**config.mk**
```make
export PLATFORM = sky130hd
export DESIGN_NAME = netboot_command_receiver
export DESIGN_NICKNAME = d
export VERILOG_FILES = /design/src/nbcr_pkg.sv /design/src/netboot_command_receiver.sv
export SDC_FILE = /design/constraint.sdc
export NUM_CORES = 1
export LEC_CHECK = 0
export ABC_AREA = 0
export ABC_CLOCK_PERIOD_IN_PS = 5590
export CELL_PAD_IN_SITES_DETAIL_PLACEMENT = 0
export CELL_PAD_IN_SITES_GLOBAL_PLACEMENT = 1
export CORE_ASPECT_RATIO = 0.75
export CORE_MARGIN = 4
export CORE_UTILIZATION = 45
export DETAILED_ROUTE_END_ITERATION = 8
export DONT_BUFFER_PORTS = 1
export PLACE_DENSITY = 0.77
export SLEW_MARGIN = 20
export SYNTH_ARGS = -nofsm -noshare
export SYNTH_HDL_FRONTEND = slang
export SYNTH_SLANG_ARGS = --single-unit
```
**constraint.sdc**
```tcl
create_clock -name i_clk -period 5.59 [get_ports i_clk]
set_clock_uncertainty 0.1 [all_clocks]
set_input_delay 0 -clock i_clk [delete_from_list [all_inputs] [get_ports i_clk]]
set_output_delay 0 -clock i_clk [all_outputs]
set_load 0.005 [all_outputs]
```
**src/nbcr_pkg.sv**
```systemverilog
// ----------------------------------------------------------------------------
// nbcr_pkg: shared types and constants of the network boot command receiver
// Holds the transaction payload structs, event and command codes,
// acknowledgement codes, register indexes and reset values.
// ----------------------------------------------------------------------------
`default_nettype none

package nbcr_pkg;

    localparam int MaxFrameBytesDefault = 2048;

    localparam int HdrBytes = 16;

    localparam logic [1:0] KIND_PACKET = 2'd0;
    localparam logic [1:0] KIND_LINK_UP = 2'd1;
    localparam logic [1:0] KIND_LINK_DOWN = 2'd2;
    localparam logic [1:0] KIND_TIMER = 2'd3;

    localparam logic [2:0] CMD_EXECUTE = 3'd0;
    localparam logic [2:0] CMD_SEND_FILE = 3'd1;
    localparam logic [2:0] CMD_DATA = 3'd2;
    localparam logic [2:0] CMD_LAST_DATA = 3'd3;
    localparam logic [2:0] CMD_BOOT = 3'd4;
    localparam logic [2:0] CMD_QUERY = 3'd5;

    localparam logic [2:0] ACK_OK = 3'd0;
    localparam logic [2:0] ACK_FILE_RECEIVED = 3'd1;
    localparam logic [2:0] ACK_BAD_FILE = 3'd2;
    localparam logic [2:0] ACK_TOO_LARGE = 3'd3;
    localparam logic [2:0] ACK_BAD_COMMAND = 3'd4;

    localparam logic [1:0] REG_FAST_TICK_COUNT = 2'd0;
    localparam logic [1:0] REG_FAST_PERIOD_MS = 2'd1;
    localparam logic [1:0] REG_SLOW_PERIOD_MS = 2'd2;

    localparam logic [4:0] FAST_TICK_COUNT_RESET = 5'd20;
    localparam logic [15:0] FAST_PERIOD_MS_RESET = 16'd100;
    localparam logic [15:0] SLOW_PERIOD_MS_RESET = 16'd1000;

    typedef struct packed {
        logic [1:0]  kind;
        logic [31:0] cookie;
        logic [2:0]  command;
        logic [31:0] argument;
        logic [11:0] frame_bytes;
        logic        file_granted;
        logic [31:0] granted_size;
    } t_in;

    typedef struct packed {
        logic        send_ack;
        logic [31:0] ack_cookie;
        logic [2:0]  ack_code;
        logic [31:0] ack_argument;
        logic        send_query_reply;
        logic        send_advertise;
        logic        write_enable;
        logic [31:0] write_offset;
        logic [11:0] write_length;
        logic        boot_request;
        logic [15:0] timer_reload_ms;
    } t_out;

endpackage

`default_nettype wire

```
**src/netboot_command_receiver.sv**
```systemverilog
// ----------------------------------------------------------------------------
// netboot_command_receiver: device side of the network boot command protocol
// Turns decoded packet headers and link and timer events into acknowledgement,
// write, boot, query and announcement requests.
// ----------------------------------------------------------------------------
// One input transaction is taken per clock cycle. Its result appears in the
// output register on the next cycle and stays there until the output side
// takes it; the input side is stalled only while that register is full and
// the output is stalled. All protocol state (command history, file position,
// timer phase) is updated in the same cycle the transaction is accepted, so
// the throughput is one transaction per cycle while the output is not stalled.
// The configuration port is always ready and should be written while idle.
`default_nettype none

module netboot_command_receiver #(
    parameter int MAX_FRAME_BYTES = nbcr_pkg::MaxFrameBytesDefault
) (
    input  wire logic           i_clk,
    input  wire logic           i_rst_n,
    input  wire logic           i_in_valid,
    output      logic           o_in_stall,
    input  wire nbcr_pkg::t_in  i_in_data,
    output      logic           o_out_valid,
    input  wire logic           i_out_stall,
    output      nbcr_pkg::t_out o_out_data,
    input  wire logic           i_cfg_valid,
    output      logic           o_cfg_ready,
    input  wire logic [1:0]     i_cfg_index,
    input  wire logic [15:0]    i_cfg_data
);
    import nbcr_pkg::*;

    localparam logic [16:0] MaxFrame = 17'(MAX_FRAME_BYTES);

    logic [4:0]  r_fast_tick_count;
    logic [15:0] r_fast_period_ms;
    logic [15:0] r_slow_period_ms;

    logic        r_history_valid, n_history_valid;
    logic [31:0] r_prev_cookie, n_prev_cookie;
    logic [2:0]  r_prev_command, n_prev_command;
    logic [31:0] r_prev_argument, n_prev_argument;
    logic [2:0]  r_prev_ack_code, n_prev_ack_code;
    logic [31:0] r_prev_ack_argument, n_prev_ack_argument;
    logic        r_file_open, n_file_open;
    logic [31:0] r_file_position, n_file_position;
    logic [31:0] r_file_capacity, n_file_capacity;
    logic        r_transfer_active, n_transfer_active;
    logic        r_link_online, n_link_online;
    logic [4:0]  r_fast_remaining, n_fast_remaining;

    logic        r_out_valid;
    t_out        r_out, n_out;

    logic        accept;
    logic [11:0] len;
    logic        frame_ok;
    logic        repeat_hit;
    logic        overflow;
    logic        store;
    logic        transmit;
    logic [2:0]  code;
    logic [31:0] aarg;

    assign o_in_stall = r_out_valid && i_out_stall;
    assign accept = i_in_valid && !o_in_stall;
    assign o_out_valid = r_out_valid;
    assign o_out_data = r_out;
    assign o_cfg_ready = 1'b1;

    assign len = i_in_data.frame_bytes - 12'(HdrBytes);
    assign frame_ok = ({5'd0, i_in_data.frame_bytes} >= 17'(HdrBytes))
                      && ({5'd0, i_in_data.frame_bytes} <= MaxFrame);
    assign repeat_hit = r_history_valid && (i_in_data.cookie == r_prev_cookie)
                        && (i_in_data.command == r_prev_command)
                        && (i_in_data.argument == r_prev_argument);
    assign overflow = ({1'b0, r_file_position} + {21'd0, len})
                      > {1'b0, r_file_capacity};

    always_comb begin
        n_history_valid = r_history_valid;
        n_prev_cookie = r_prev_cookie;
        n_prev_command = r_prev_command;
        n_prev_argument = r_prev_argument;
        n_prev_ack_code = r_prev_ack_code;
        n_prev_ack_argument = r_prev_ack_argument;
        n_file_open = r_file_open;
        n_file_position = r_file_position;
        n_file_capacity = r_file_capacity;
        n_transfer_active = r_transfer_active;
        n_link_online = r_link_online;
        n_fast_remaining = r_fast_remaining;
        n_out = '0;
        store = 1'b0;
        transmit = 1'b1;
        code = ACK_OK;
        aarg = '0;
        case (i_in_data.kind)
            KIND_LINK_UP: begin
                if (!r_link_online) begin
                    n_link_online = 1'b1;
                    n_fast_remaining = r_fast_tick_count;
                    n_out.timer_reload_ms = r_fast_period_ms;
                    n_out.send_advertise = 1'b1;
                end
            end
            KIND_LINK_DOWN: begin
                n_link_online = 1'b0;
            end
            KIND_TIMER: begin
                if (r_link_online) begin
                    if (r_fast_remaining != 5'd0) begin
                        n_fast_remaining = r_fast_remaining - 5'd1;
                        n_out.timer_reload_ms = r_fast_period_ms;
                    end else begin
                        n_out.timer_reload_ms = r_slow_period_ms;
                    end
                    if (r_transfer_active) begin
                        n_transfer_active = 1'b0;
                    end else begin
                        n_out.send_advertise = 1'b1;
                    end
                end
            end
            default: begin
                if (frame_ok && repeat_hit) begin
                    n_transfer_active = 1'b1;
                    n_out.send_ack = 1'b1;
                    n_out.ack_cookie = r_prev_cookie;
                    n_out.ack_code = r_prev_ack_code;
                    n_out.ack_argument = r_prev_ack_argument;
                end else if (frame_ok) begin
                    case (i_in_data.command)
                        CMD_EXECUTE: begin
                            store = (len != 12'd0);
                        end
                        CMD_SEND_FILE: begin
                            store = (len != 12'd0);
                            if (store && i_in_data.file_granted) begin
                                n_file_open = 1'b1;
                                n_file_position = '0;
                                n_file_capacity = i_in_data.granted_size;
                                aarg = i_in_data.argument;
                            end else if (store) begin
                                n_file_open = 1'b0;
                                code = ACK_BAD_FILE;
                            end
                        end
                        CMD_DATA, CMD_LAST_DATA: begin
                            store = r_file_open;
                            if (i_in_data.argument != r_file_position) begin
                                aarg = r_file_position;
                            end else if (overflow) begin
                                code = ACK_TOO_LARGE;
                                aarg = i_in_data.argument;
                            end else if (r_file_open) begin
                                n_out.write_enable = 1'b1;
                                n_out.write_offset = r_file_position;
                                n_out.write_length = len;
                                n_file_position = r_file_position + {20'd0, len};
                                if (i_in_data.command == CMD_LAST_DATA) begin
                                    code = ACK_FILE_RECEIVED;
                                end else begin
                                    transmit = 1'b0;
                                end
                            end
                        end
                        CMD_BOOT: begin
                            store = 1'b1;
                            n_out.boot_request = 1'b1;
                        end
                        CMD_QUERY: begin
                            n_out.send_query_reply = 1'b1;
                            n_out.ack_cookie = i_in_data.cookie;
                        end
                        default: begin
                            store = 1'b1;
                            code = ACK_BAD_COMMAND;
                        end
                    endcase
                    if (store) begin
                        n_history_valid = 1'b1;
                        n_prev_cookie = i_in_data.cookie;
                        n_prev_command = i_in_data.command;
                        n_prev_argument = i_in_data.argument;
                        n_prev_ack_code = code;
                        n_prev_ack_argument = aarg;
                        n_transfer_active = 1'b1;
                        n_out.send_ack = transmit;
                        n_out.ack_cookie = i_in_data.cookie;
                        n_out.ack_code = code;
                        n_out.ack_argument = aarg;
                    end
                end
            end
        endcase
    end

    always_ff @(posedge i_clk) begin
        if (!i_rst_n) begin
            r_fast_tick_count <= FAST_TICK_COUNT_RESET;
            r_fast_period_ms <= FAST_PERIOD_MS_RESET;
            r_slow_period_ms <= SLOW_PERIOD_MS_RESET;
        end else if (i_cfg_valid) begin
            case (i_cfg_index)
                REG_FAST_TICK_COUNT: r_fast_tick_count <= i_cfg_data[4:0];
                REG_FAST_PERIOD_MS: r_fast_period_ms <= i_cfg_data;
                REG_SLOW_PERIOD_MS: r_slow_period_ms <= i_cfg_data;
                default: begin
                end
            endcase
        end
    end

    always_ff @(posedge i_clk) begin
        if (!i_rst_n) begin
            r_history_valid <= 1'b0;
            r_prev_cookie <= '0;
            r_prev_command <= '0;
            r_prev_argument <= '0;
            r_prev_ack_code <= '0;
            r_prev_ack_argument <= '0;
            r_file_open <= 1'b0;
            r_file_position <= '0;
            r_file_capacity <= '0;
            r_transfer_active <= 1'b0;
            r_link_online <= 1'b0;
            r_fast_remaining <= '0;
            r_out_valid <= 1'b0;
        end else begin
            if (accept) begin
                r_history_valid <= n_history_valid;
                r_prev_cookie <= n_prev_cookie;
                r_prev_command <= n_prev_command;
                r_prev_argument <= n_prev_argument;
                r_prev_ack_code <= n_prev_ack_code;
                r_prev_ack_argument <= n_prev_ack_argument;
                r_file_open <= n_file_open;
                r_file_position <= n_file_position;
                r_file_capacity <= n_file_capacity;
                r_transfer_active <= n_transfer_active;
                r_link_online <= n_link_online;
                r_fast_remaining <= n_fast_remaining;
            end
            if (accept) begin
                r_out_valid <= 1'b1;
            end else if (!i_out_stall) begin
                r_out_valid <= 1'b0;
            end
        end
    end

    always_ff @(posedge i_clk) begin
        if (accept) begin
            r_out <= n_out;
        end
    end

`ifndef SYNTHESIS
    a_position_in_bounds: assert property (@(posedge i_clk) disable iff (!i_rst_n)
        r_file_open |-> (r_file_position <= r_file_capacity))
        else $error("File position beyond buffer capacity.");

    a_result_held: assert property (@(posedge i_clk) disable iff (!i_rst_n)
        (r_out_valid && i_out_stall) |=> (r_out_valid && $stable(r_out)))
        else $error("Stalled result changed or was lost.");

    a_advertise_online: assert property (@(posedge i_clk) disable iff (!i_rst_n)
        (r_out_valid && r_out.send_advertise) |-> r_link_online)
        else $error("Announcement requested while the link is down.");

    a_write_exclusive: assert property (@(posedge i_clk) disable iff (!i_rst_n)
        (r_out_valid && r_out.write_enable)
        |-> (!r_out.send_query_reply && !r_out.boot_request && !r_out.send_advertise))
        else $error("Write request combined with another request.");
`endif

endmodule

`default_nettype wire
```
## Word level (Yosys, flattened, before mapping)

Cells that the tools add are included.

| storage, ports and cells | value |
|---|---|
| register bits after elaboration | 345 |
| latch bits | 0 |
| memory bits (writable) | 0 |
| bits in read-only memories | 0 |
| input bits | 137 |
| word-level logic and storage cells | 153 |
| memories | 0 |

| operators by class | value |
|---|---|
| $add $sub $neg | 4 |
| $mul | 0 |
| div/mod/pow operators | 0 |
| magnitude comparators | 3 |
| eq/ne operators | 22 |
| shifts and indexed selects | 0 |
| muxes and demuxes | 54 |
| bitwise logic cells | 6 |
| reduce and logical (&&, ||, !) cells | 37 |

Operator list:

| kind | count |
|---|---|
| 2-to-1 mux 32 bit | 8 |
| 2-to-1 mux 68 bit | 2 |
| case mux 32 bit (2 select lines) | 2 |
| 2-to-1 mux 69 bit | 1 |
| == test 32 bit | 2 |
| 2-to-1 mux 16 bit | 3 |
| 2-to-1 mux 45 bit | 1 |
| adder 32 x 12 -> 33 bit | 1 |
| greater-than comparator 33 x 32 -> 1 bit | 1 |
| adder 32 x 12 -> 32 bit | 1 |
| != test 32 bit | 1 |
| case mux 16 bit (2 select lines) | 1 |
| 2-to-1 mux 1 bit | 22 |
| 2-to-1 mux 5 bit | 3 |
| AND reduction 5 bit | 3 |
| != test 2 bit (second input constant) | 7 |
| >= comparator 12 x 5 -> 1 bit (second input constant) | 1 |
| <= comparator 12 bit (second input constant) | 1 |
| AND reduction 6 bit | 2 |
| nonzero test 12 bit | 1 |
| subtractor 12 x 5 -> 12 bit (second input constant) | 1 |
| case mux 5 bit (2 select lines) | 1 |
| 2-to-1 mux 3 bit | 3 |
| case mux 3 bit (3 select lines) | 1 |
| other kinds (26) | 56 |

## Depth between registers and ports, before layout

Gate-level depths: netlist of run 1.

| depth | value |
|---|---|
| depth after elaboration | 11 |
| depth in mapped cells | 25 |
| mapped depth without buffers | 21 |

## Least setup slack after synthesis of run 1

OpenSTA, ideal clock, no wires.

| path | value |
|---|---|
| path type | register to register |
| from | register r_out_valid (netlist: o_out_valid) |
| to | register r_file_position[13] |
| library setup time | 0.117 ns |
| data arrival time | 6.002 ns |
| required time | 5.373 ns |
| setup slack | -0.629 ns |
| stages on the path, launching flop included | 11 |
| path buffers | 2 |
| period minus slack after synthesis | 6.219 ns |
| path through | dfxtp_1 and2_1 nor2b_1 clkbuf_1 nand2_1 nor2_1 o21a_1 and3_1 buf_4 o21ai_1 a32o_1 |

| between the ends | value |
|---|---|
| word-level cells in the longest chain between the ends | 4 |

Ends and longest elaborated chain:

| item | line | RTL |
|---|---|---|
| from (decl) | netboot_command_receiver.sv:52 | `logic r_out_valid;` |
| from (signal assigned) | netboot_command_receiver.sv:229 | `r_out_valid <= 1'b0;` |
| from (signal assigned) | netboot_command_receiver.sv:246 | `r_out_valid <= 1'b1;` |
| from (signal assigned) | netboot_command_receiver.sv:248 | `r_out_valid <= 1'b0;` |
| logical AND 1 bit | netboot_command_receiver.sv:65 | `assign o_in_stall = r_out_valid && i_out_stall;` |
| net o_in_stall | netboot_command_receiver.sv:21 | `output logic o_in_stall,` |
| zero test 1 bit | netboot_command_receiver.sv:66 | `assign accept = i_in_valid && !o_in_stall;` |
| logical AND 1 bit | netboot_command_receiver.sv:66 |  |
| net accept | netboot_command_receiver.sv:55 | `logic accept;` |
| AND reduction 9 bit (no line) | n/a |  |
| to (signal assigned) | netboot_command_receiver.sv:239 | `r_file_position <= n_file_position;` |
| to (decl) | netboot_command_receiver.sv:46 | `logic [31:0] r_file_position, n_file_position;` |

The timed path passes the listed nets, and every way through them passes these cells.
A chain may end at the register's enable or synchronous reset.

## Final worst setup path of run 1

| path | value |
|---|---|
| from | input i_in_data[37] in the netlist's numbering |
| to | register r_out (netlist bit o_out_data[71]) (data pin) |

| between the ends | value |
|---|---|
| word-level cells in the longest chain between the ends | 9 |

Ends and longest elaborated chain:

| item | line | RTL |
|---|---|---|
| from (decl) | netboot_command_receiver.sv:22 | `input wire nbcr_pkg::t_in i_in_data,` |
| subtractor 12 x 5 -> 12 bit (*) | netboot_command_receiver.sv:71 | `assign len = i_in_data.frame_bytes - 12'(HdrBytes);` |
| net len[7] | netboot_command_receiver.sv:56 | `logic [11:0] len;` |
| adder 32 x 12 -> 33 bit or nonzero test 12 bit (tied branches) | netboot_command_receiver.sv:77, netboot_command_receiver.sv:135, netboot_command_receiver.sv:138 |  |
| greater-than comparator 33 x 32 -> 1 bit or case mux 1 bit (3 select lines) (tied branches) | netboot_command_receiver.sv:78, netboot_command_receiver.sv:133 |  |
| 2-to-1 mux 32 bit or 2-to-1 mux 1 bit (tied branches) | netboot_command_receiver.sv:153, netboot_command_receiver.sv:132 |  |
| 2-to-1 mux 32 bit or 2-to-1 mux 1 bit (tied branches) | netboot_command_receiver.sv:151, netboot_command_receiver.sv:126 |  |
| case mux 32 bit (2 select lines) or 2-to-1 mux 1 bit (tied branches) | netboot_command_receiver.sv:133, netboot_command_receiver.sv:98 |  |
| 2-to-1 mux 68 bit (*) | netboot_command_receiver.sv:181 | `if (store) begin` |
| 2-to-1 mux 69 bit (*) | netboot_command_receiver.sv:132 | `end else if (frame_ok) begin` |
| 2-to-1 mux 68 bit (*) | netboot_command_receiver.sv:126 | `if (frame_ok && repeat_hit) begin` |
| to (signal assigned) | netboot_command_receiver.sv:255 | `r_out <= n_out;` |
| to (decl) | netboot_command_receiver.sv:53 | `t_out r_out, n_out;` |

The timed path passes the listed nets; every way through them passes the cells marked *. The select of a mux whose other input is x is not followed.

==> reports/results.tsv, run 1 <==
stage	metric	value	unit
power	Int Pwr	4.44	mW
drt	via count	14400	
power	worst vdd ir	0.000201	V
power	leakage	7.71	nW
clock_tree	clk buf depth	3	
finish	Reg area	0.00823	sq mm
clock_tree	clk sinks	345	
sta	unrepaired setup endpoints after global routing	false	
sta	final hold vios	0	
critical_path	Worst Path Required	5.77	ns
placed_design	post-DP HPWL	38.5	mm
drt	drt first pass iters	6	
power	net switching power	1.39	mW
power	Sw Share	0.238	
yosys	synth top area cells	dfxtp_1 (25%), edfxtp_1 (23%), mux2i_1 (7.9%)	
sta	fraction of the cycle the final worst path needs	0.959	
critical_path	worst endpoint data arrival time	5.54	ns
critical_path	WS Path Type	in2reg	
clock_tree	CTS tree	built	
yosys	area share of the largest cell type after synthesis	0.245	
power	Flop pwr share	0.468	
global_routing	first-pass GRT wire length	87.9	mm
yosys	dominant cell type by area after synthesis	dfxtp_1	
floorplan	die height	178	um
yosys	synth cell count leaders	dfxtp_1 (213), nor2_1 (208), mux2i_1 (137)	
sta	min setup slack post-route	0.228	ns
floorplan	Starting Density	0.455	
critical_path	Slowest-stage cell, CP	dlygate4sd3_1	
floorplan	Die Area	0.0418	sq mm
placed_design	placed cell area	0.0180	sq mm
global_routing	number of global-route vias before repair	13700	
yosys	top_reg_cell synth	dfxtp_1	
power	power share of the combinational group	0.078	
finish	FILL cells	3443	
run	Max Cap Viol	0	
yosys	sequential share of the synthesized area	0.474	
finish	NumNets Final	2086	
yosys	YS warnings	0	
critical_path	Setup crit end kind	flip-flop	
finish	ratio of cells with drive above 1 in the final layout	0.0779	
clock_tree	clk slew on worst S/H paths	0.06	ns
yosys	Synth async-reset ratio	0	
yosys	synth unique cells	78	
sta	setup violators final	0	
critical_path	largest stage delay on the critical path	0.59	ns
sta	hold_ws	0.0312	ns
sta	fmax	0.186	GHz
sta	Final Critical Period	5.36	ns
finish	Design Area, Final	0.0209	sq mm
drt	via/cell ratio	5.89	
sta	Final TNS setup	0	ns
clock_tree	clock root cell	clkbuf_16	
finish	ant diodes	0	
floorplan	Site Rows	62	
finish	multi-input logic area	0.00839	sq mm
yosys	number of synthesized flops with an enable pin	132	
finish	Layout area overhead	20.4	%
placed_design	dpl ws	0.282	ns
sta	Max transition margin	0.291	
floorplan	CORE AREA	0.0382	sq mm
drt	starting DRC count in detailed routing	1398	
global_routing	grt total ovfl	0	
floorplan	I/O pin cnt	272	
yosys	flop and latch count out of synthesis	345	
yosys	syn_area_per_cell	9.87	sq um
critical_path	Critical Path Fanout Max	32	
yosys	top-count cell post-synth	dfxtp_1	
min_path	hold crit path type	in2reg	
drt	WL/cell	24.7	um
clock_tree	worst skew pair latency	0.55	ns
outcome	status	finished, final reports clean	
yosys	Netlist Area Pre-Place	0.0174	sq mm
floorplan	x dimension of the die	235	um
drt	DRT Wirelength	60.2	mm
drt	# DRC	0	
drt	Antenna Nets Post-Route	0	
critical_path	crit path cell chain	dlygate4sd3_1 -> o31ai_2 -> dlygate4sd3_1 -> nand2_1 -> ha_4 -> a21oi_1 -> a2111o_1 -> and2_1 -> buf_4 -> nor4_1 -> xnor2_1 -> ha_1 -> nand4_1 -> nor2_1 -> nand4_1 -> o211ai_1 -> nand3b_1 -> a21oi_1 -> o21a_1 -> buf_12 -> a221o_1	
yosys	Post-Syn Nets	1950	
sta	Slew @ Worst Pin	1.06	ns
critical_path	Worst setup SP type	input pin	
power	pwr/cell area	279	mW/mm^2
power	Overall Power	5.83	mW
placed_design	routability cong.	0.937	
placed_design	I/O Buffers	0	
clock_tree	H-tree depth	2	
global_routing	initial antenna violation count	3	
yosys	Post-Syn Instances	1760	
global_routing	Total GRT Usage	0.272	
sta	fin. max-slew vios	0	
global_routing	largest net degree at the start of global routing	110	
clock_tree	CTS buffer count	37	
power	Clk pwr share	0.454	
cells by family (layout without fill, tap and decap cells):
family          Yosys count  count (layout)  share of synthesized area
simple gates            594             594                      0.169
flops                   345             345                      0.474
compound gates          319             319                      0.135
buf+inv                 203             368                     0.0495
mux                     139             139                     0.0802
xor+xnor                106             106                     0.0534
fa+ha+maj                53              53                     0.0386
other cells               1               1                   0.000216
layer usage:
layer | routed length (um) | GRT usage
met1 | 26700 | 0.387
met2 | 26300 | 0.413
met3 | 5630 | 0.0719
met4 | 1550 | 0.0701
met5 | 0 | 0
sequential cells by signal, summed over array words and instances (netlist names):
signal,flops
r_prev_cookie,32
r_file_position,32
o_out_valid,1
r_prev_argument,32
r_fast_period_ms,16
r_fast_tick_count,5
r_fast_remaining,5
r_transfer_active,1
r_prev_ack_code,3
r_file_open,1
r_file_capacity,32
o_out_data,132
r_prev_ack_argument,32
r_prev_command,3
r_slow_period_ms,16
r_history_valid,1
r_link_online,1
path summary, 6_finish.rpt:
path / start / to / slack [ns] / cells past startpoint
worst min register to register: r_slow_period_ms[4] / r_slow_period_ms[4] / 0.36 / 2
worst min-delay path: i_cfg_data[2] / r_fast_tick_count[2] / 0.03 / 3
worst max-delay path: i_in_data[37] / o_out_data[71] / 0.23 / 21
worst max register to register: r_file_position[1] / o_out_data[71] / 0.39 / 18
per-stage QoR:
| step | utilization | std cells |
|---|---|---|
| 6_report | 0.548 | 2437 |
| 5_1_grt | 0.548 | 2437 |
| 4_1_cts | 0.545 | 2434 |
| 3_5_place_dp | 0.472 | 2217 |
| 3_3_place_gp | 0.472 | 2217 |
| 2_1_floorplan | - | 1760 |
placed cells by master, fill, tap and decap left out, types with 42 or more instances in the layout:
cell type	Yosys	layout
edfxtp_1	132	132
buf_4	8	52
nand4_1	42	42
ha_1	52	51
mux2i_1	137	137
and2_1	78	78
xnor2_1	65	65
dlygate4sd3_1	0	148
nor2_1	208	206
inv_1	92	91
nand2_1	109	108
a21oi_1	70	69
dfxtp_1	213	213
final cells by class:
class	instances	share of cell area
tap	512	0.0306
multi-input combinational	1212	0.401
clock buffer	50	0.0511
inverter	93	0.0169
clock inverter	18	0.0104
timing repair buffer	207	0.0964
sequential	345	0.393
timing repair:
item,4_1_cts,5_1_grt
hold endpoints to repair,316,1
endpoints found under the setup margin,0,143
setup buffers,0,2
resized for setup,0,9
hold buffers,149,1
power by group through the flow:
stage,combinational (mW),clock (mW),sequential [mW]
2_1_floorplan,0.235,0,2.77
3_3_place_gp,0.319,0,2.78
3_5_place_dp,0.323,0,2.78
4_1_cts,0.449,2.68,2.73
5_1_grt,0.489,2.78,2.74
6_report,0.457,2.65,2.73
worst max-delay path: cells and delay by family:
| family | cells | cell delay, ns |
|---|---|---|
| XOR/XNOR | 1 | 0.19 |
| buffers and inverters | 4 | 1.55 |
| AO/OA/AOI/OAI | 7 | 1.68 |
| adder cells (fa/ha/maj) | 2 | 0.65 |
| AND/OR/NAND/NOR | 7 | 1.46 |
No activity file was read; power rests on OpenSTA's default activity.
==> run 2, diff against run 1 <==
--- a/config.mk
+++ b/config.mk
@@ -15,6 +15,7 @@
 export DETAILED_ROUTE_END_ITERATION = 8
 export DONT_BUFFER_PORTS = 1
 export PLACE_DENSITY = 0.77
+export RECOVER_POWER = 50
 export SLEW_MARGIN = 20
 export SYNTH_ARGS = -nofsm -noshare
 export SYNTH_HDL_FRONTEND = slang
==> reports/results.tsv, run 2 (synthesized netlist as in run 1, its figures left out) <==
stage	metric	value	unit
critical_path	Setup crit end kind	flip-flop	
global_routing	first-pass GRT wire length	87.9	mm
power	Sw Share	0.238	
finish	max FFs per register	132	
outcome	failing checks	capacitance limit, slew limit	
sta	fraction of the cycle the final worst path needs	0.959	
critical_path	largest stage delay on the critical path	0.59	ns
global_routing	initial antenna violation count	3	
sta	setup violators final	0	
power	Flop pwr share	0.468	
global_routing	Total GRT Usage	0.272	
critical_path	Worst Path Required	5.77	ns
clock_tree	clk sinks	345	
finish	NumNets Final	2086	
min_path	hold path startpoint	i_cfg_index[0]	
floorplan	I/O pin cnt	272	
critical_path	worst reg2reg setup slack	0.38	ns
floorplan	Die Area	0.0418	sq mm
power	leakage	7.69	nW
critical_path	crit path cell chain	dlygate4sd3_1 -> o31ai_2 -> dlygate4sd3_1 -> nand2_1 -> ha_4 -> a21oi_1 -> a2111o_1 -> and2_1 -> buf_4 -> nor4_1 -> xnor2_1 -> ha_1 -> nand4_1 -> nor2_1 -> nand4_1 -> o211ai_1 -> nand3b_1 -> a21oi_1 -> o21a_1 -> buf_12 -> a221o_1	
critical_path	Buf+Inv Stages, Crit Path	4	
power	pwr/cell area	279	mW/mm^2
clock_tree	H-tree depth	2	
power	Clk pwr share	0.454	
sta	fmax	0.187	GHz
drt	met2 wire length	26.3	mm
sta	final hold vios	0	
sta	Max transition margin	-1.57	
sta	fin. max-slew vios	138	
clock_tree	clk buf depth	3	
critical_path	Slowest-stage cell, CP	dlygate4sd3_1	
global_routing	largest net degree at the start of global routing	110	
clock_tree	worst skew pair latency	0.55	ns
power	net switching power	1.39	mW
floorplan	CORE AREA	0.0382	sq mm
drt	Antenna Nets Post-Route	0	
drt	drt first pass iters	6	
finish	most common cell after layout, fill and taps aside	dfxtp_1	
drt	# DRC	0	
finish	ratio of cells with drive above 1 in the final layout	0.0758	
placed_design	post-DP HPWL	38.5	mm
drt	met3 wire len	5.59	mm
sta	Final TNS setup	0	ns
clock_tree	clock root cell	clkbuf_16	
power	Int Pwr	4.44	mW
drt	wl on met1	26.8	mm
drt	DRT Wirelength	60.2	mm
drt	via/cell ratio	5.88	
clock_tree	clk slew on worst S/H paths	0.06	ns
drt	via count	14300	
min_path	hold crit path type	in2reg	
global_routing	number of global-route vias before repair	13700	
drt	top layer in use	met4	
critical_path	Worst setup SP type	input pin	
clock_tree	CTS buffer count	37	
floorplan	Site Rows	62	
critical_path	WS Path Type	in2reg	
finish	ant diodes	0	
floorplan	die height	178	um
sta	unrepaired setup endpoints after global routing	false	
global_routing	grt total ovfl	0	
critical_path	CP startpoint	i_in_data[37]	
floorplan	Starting Density	0.455	
finish	most frequent cells in the layout	dfxtp_1 (213), nor2_1 (206), dlygate4sd3_1 (148), mux2i_1 (137), edfxtp_1 (132)	
finish	Layout area overhead	20.3	%
drt	WL/cell	24.7	um
sta	Slew @ Worst Pin	3.86	ns
power	worst vdd ir	0.000202	V
critical_path	RR Startpoint	r_file_position[1]	
run	Max Cap Viol	2	
placed_design	routability cong.	0.937	
outcome	status	finished, violations left	
placed_design	I/O Buffers	0	
sta	Final Critical Period	5.36	ns
critical_path	family with the most delay on the worst path	compound AO/OA/AOI/OAI gates	
drt	starting DRC count in detailed routing	1435	
critical_path	worst endpoint data arrival time	5.54	ns
critical_path	Critical Path Fanout Max	32	
floorplan	x dimension of the die	235	um
clock_tree	CTS tree	built	
power	power share of the combinational group	0.078	
sta	hold_ws	0.0271	ns
-- run 2: cell count changes in the layout (fill, tap and decap cells not counted), sizes merged --
| cell | previous run | this run |
|---|---|---|
| clkbuf | 51 | 54 |
| buf | 58 | 55 |
-- run 2: final timing paths --
kind	endpoint	cells past startpoint
setup / recovery	o_out_data[71]	21
hold / removal	r_slow_period_ms[2]	3
setup reg to reg	o_out_data[71]	18
hold reg to reg	r_slow_period_ms[4]	2
-- run 2: power by group through the flow --
stage	registers, mW	clock network, mW	logic (mW)
detailed placement	2.78	0	0.323
finish	2.73	2.65	0.456
CTS	2.73	2.68	0.449
floorplan	2.77	0	0.235
global placement	2.78	0	0.319
global route	2.74	2.78	0.487
-- run 2: area by class of cell --
cell class	count	area, sq um
inverter	93	349
timing repair buffer	207	2010
sequential	345	8230
tap	512	641
multi-input combinational	1212	8380
fill	3444	17300
clock inverter	18	218
clock buffer	50	1070
-- run 2: tightest hold or removal path, cell delays in order --
cell and delay (ns):
and3b_1 0.40, nand2_1 0.16, a21oi_1 0.05
-- run 2: repair_timing --
action                                  in CTS  in global routing
endpoints found under the hold margin      316                  1
hold buffers                               149                  1
setup buffers                                0                  2
resized for setup                            0                  9
endpoints found under the setup margin       0                143
-- run 2: per-layer routing --
layer  vias to the layer above  GRT usage
met1                      7020      0.387
met4                         0     0.0701
met2                       638      0.413
met3                        93     0.0719
li1                       6573          -
met5                         -          0
-- run 2: metrics by stage --
step	std cells	setup WS [ns]	util	power, mW	area [sq um]
final	2437	0.231	0.547	5.83	20900
after floorplan	1760	0.820	-	3.00	17400
after global placement	2217	0.491	0.472	3.10	18000
after detailed placement	2217	0.282	0.472	3.11	18000
after global routing	2437	0.0308	0.547	6.01	20900
after CTS	2434	0.150	0.545	5.86	20800
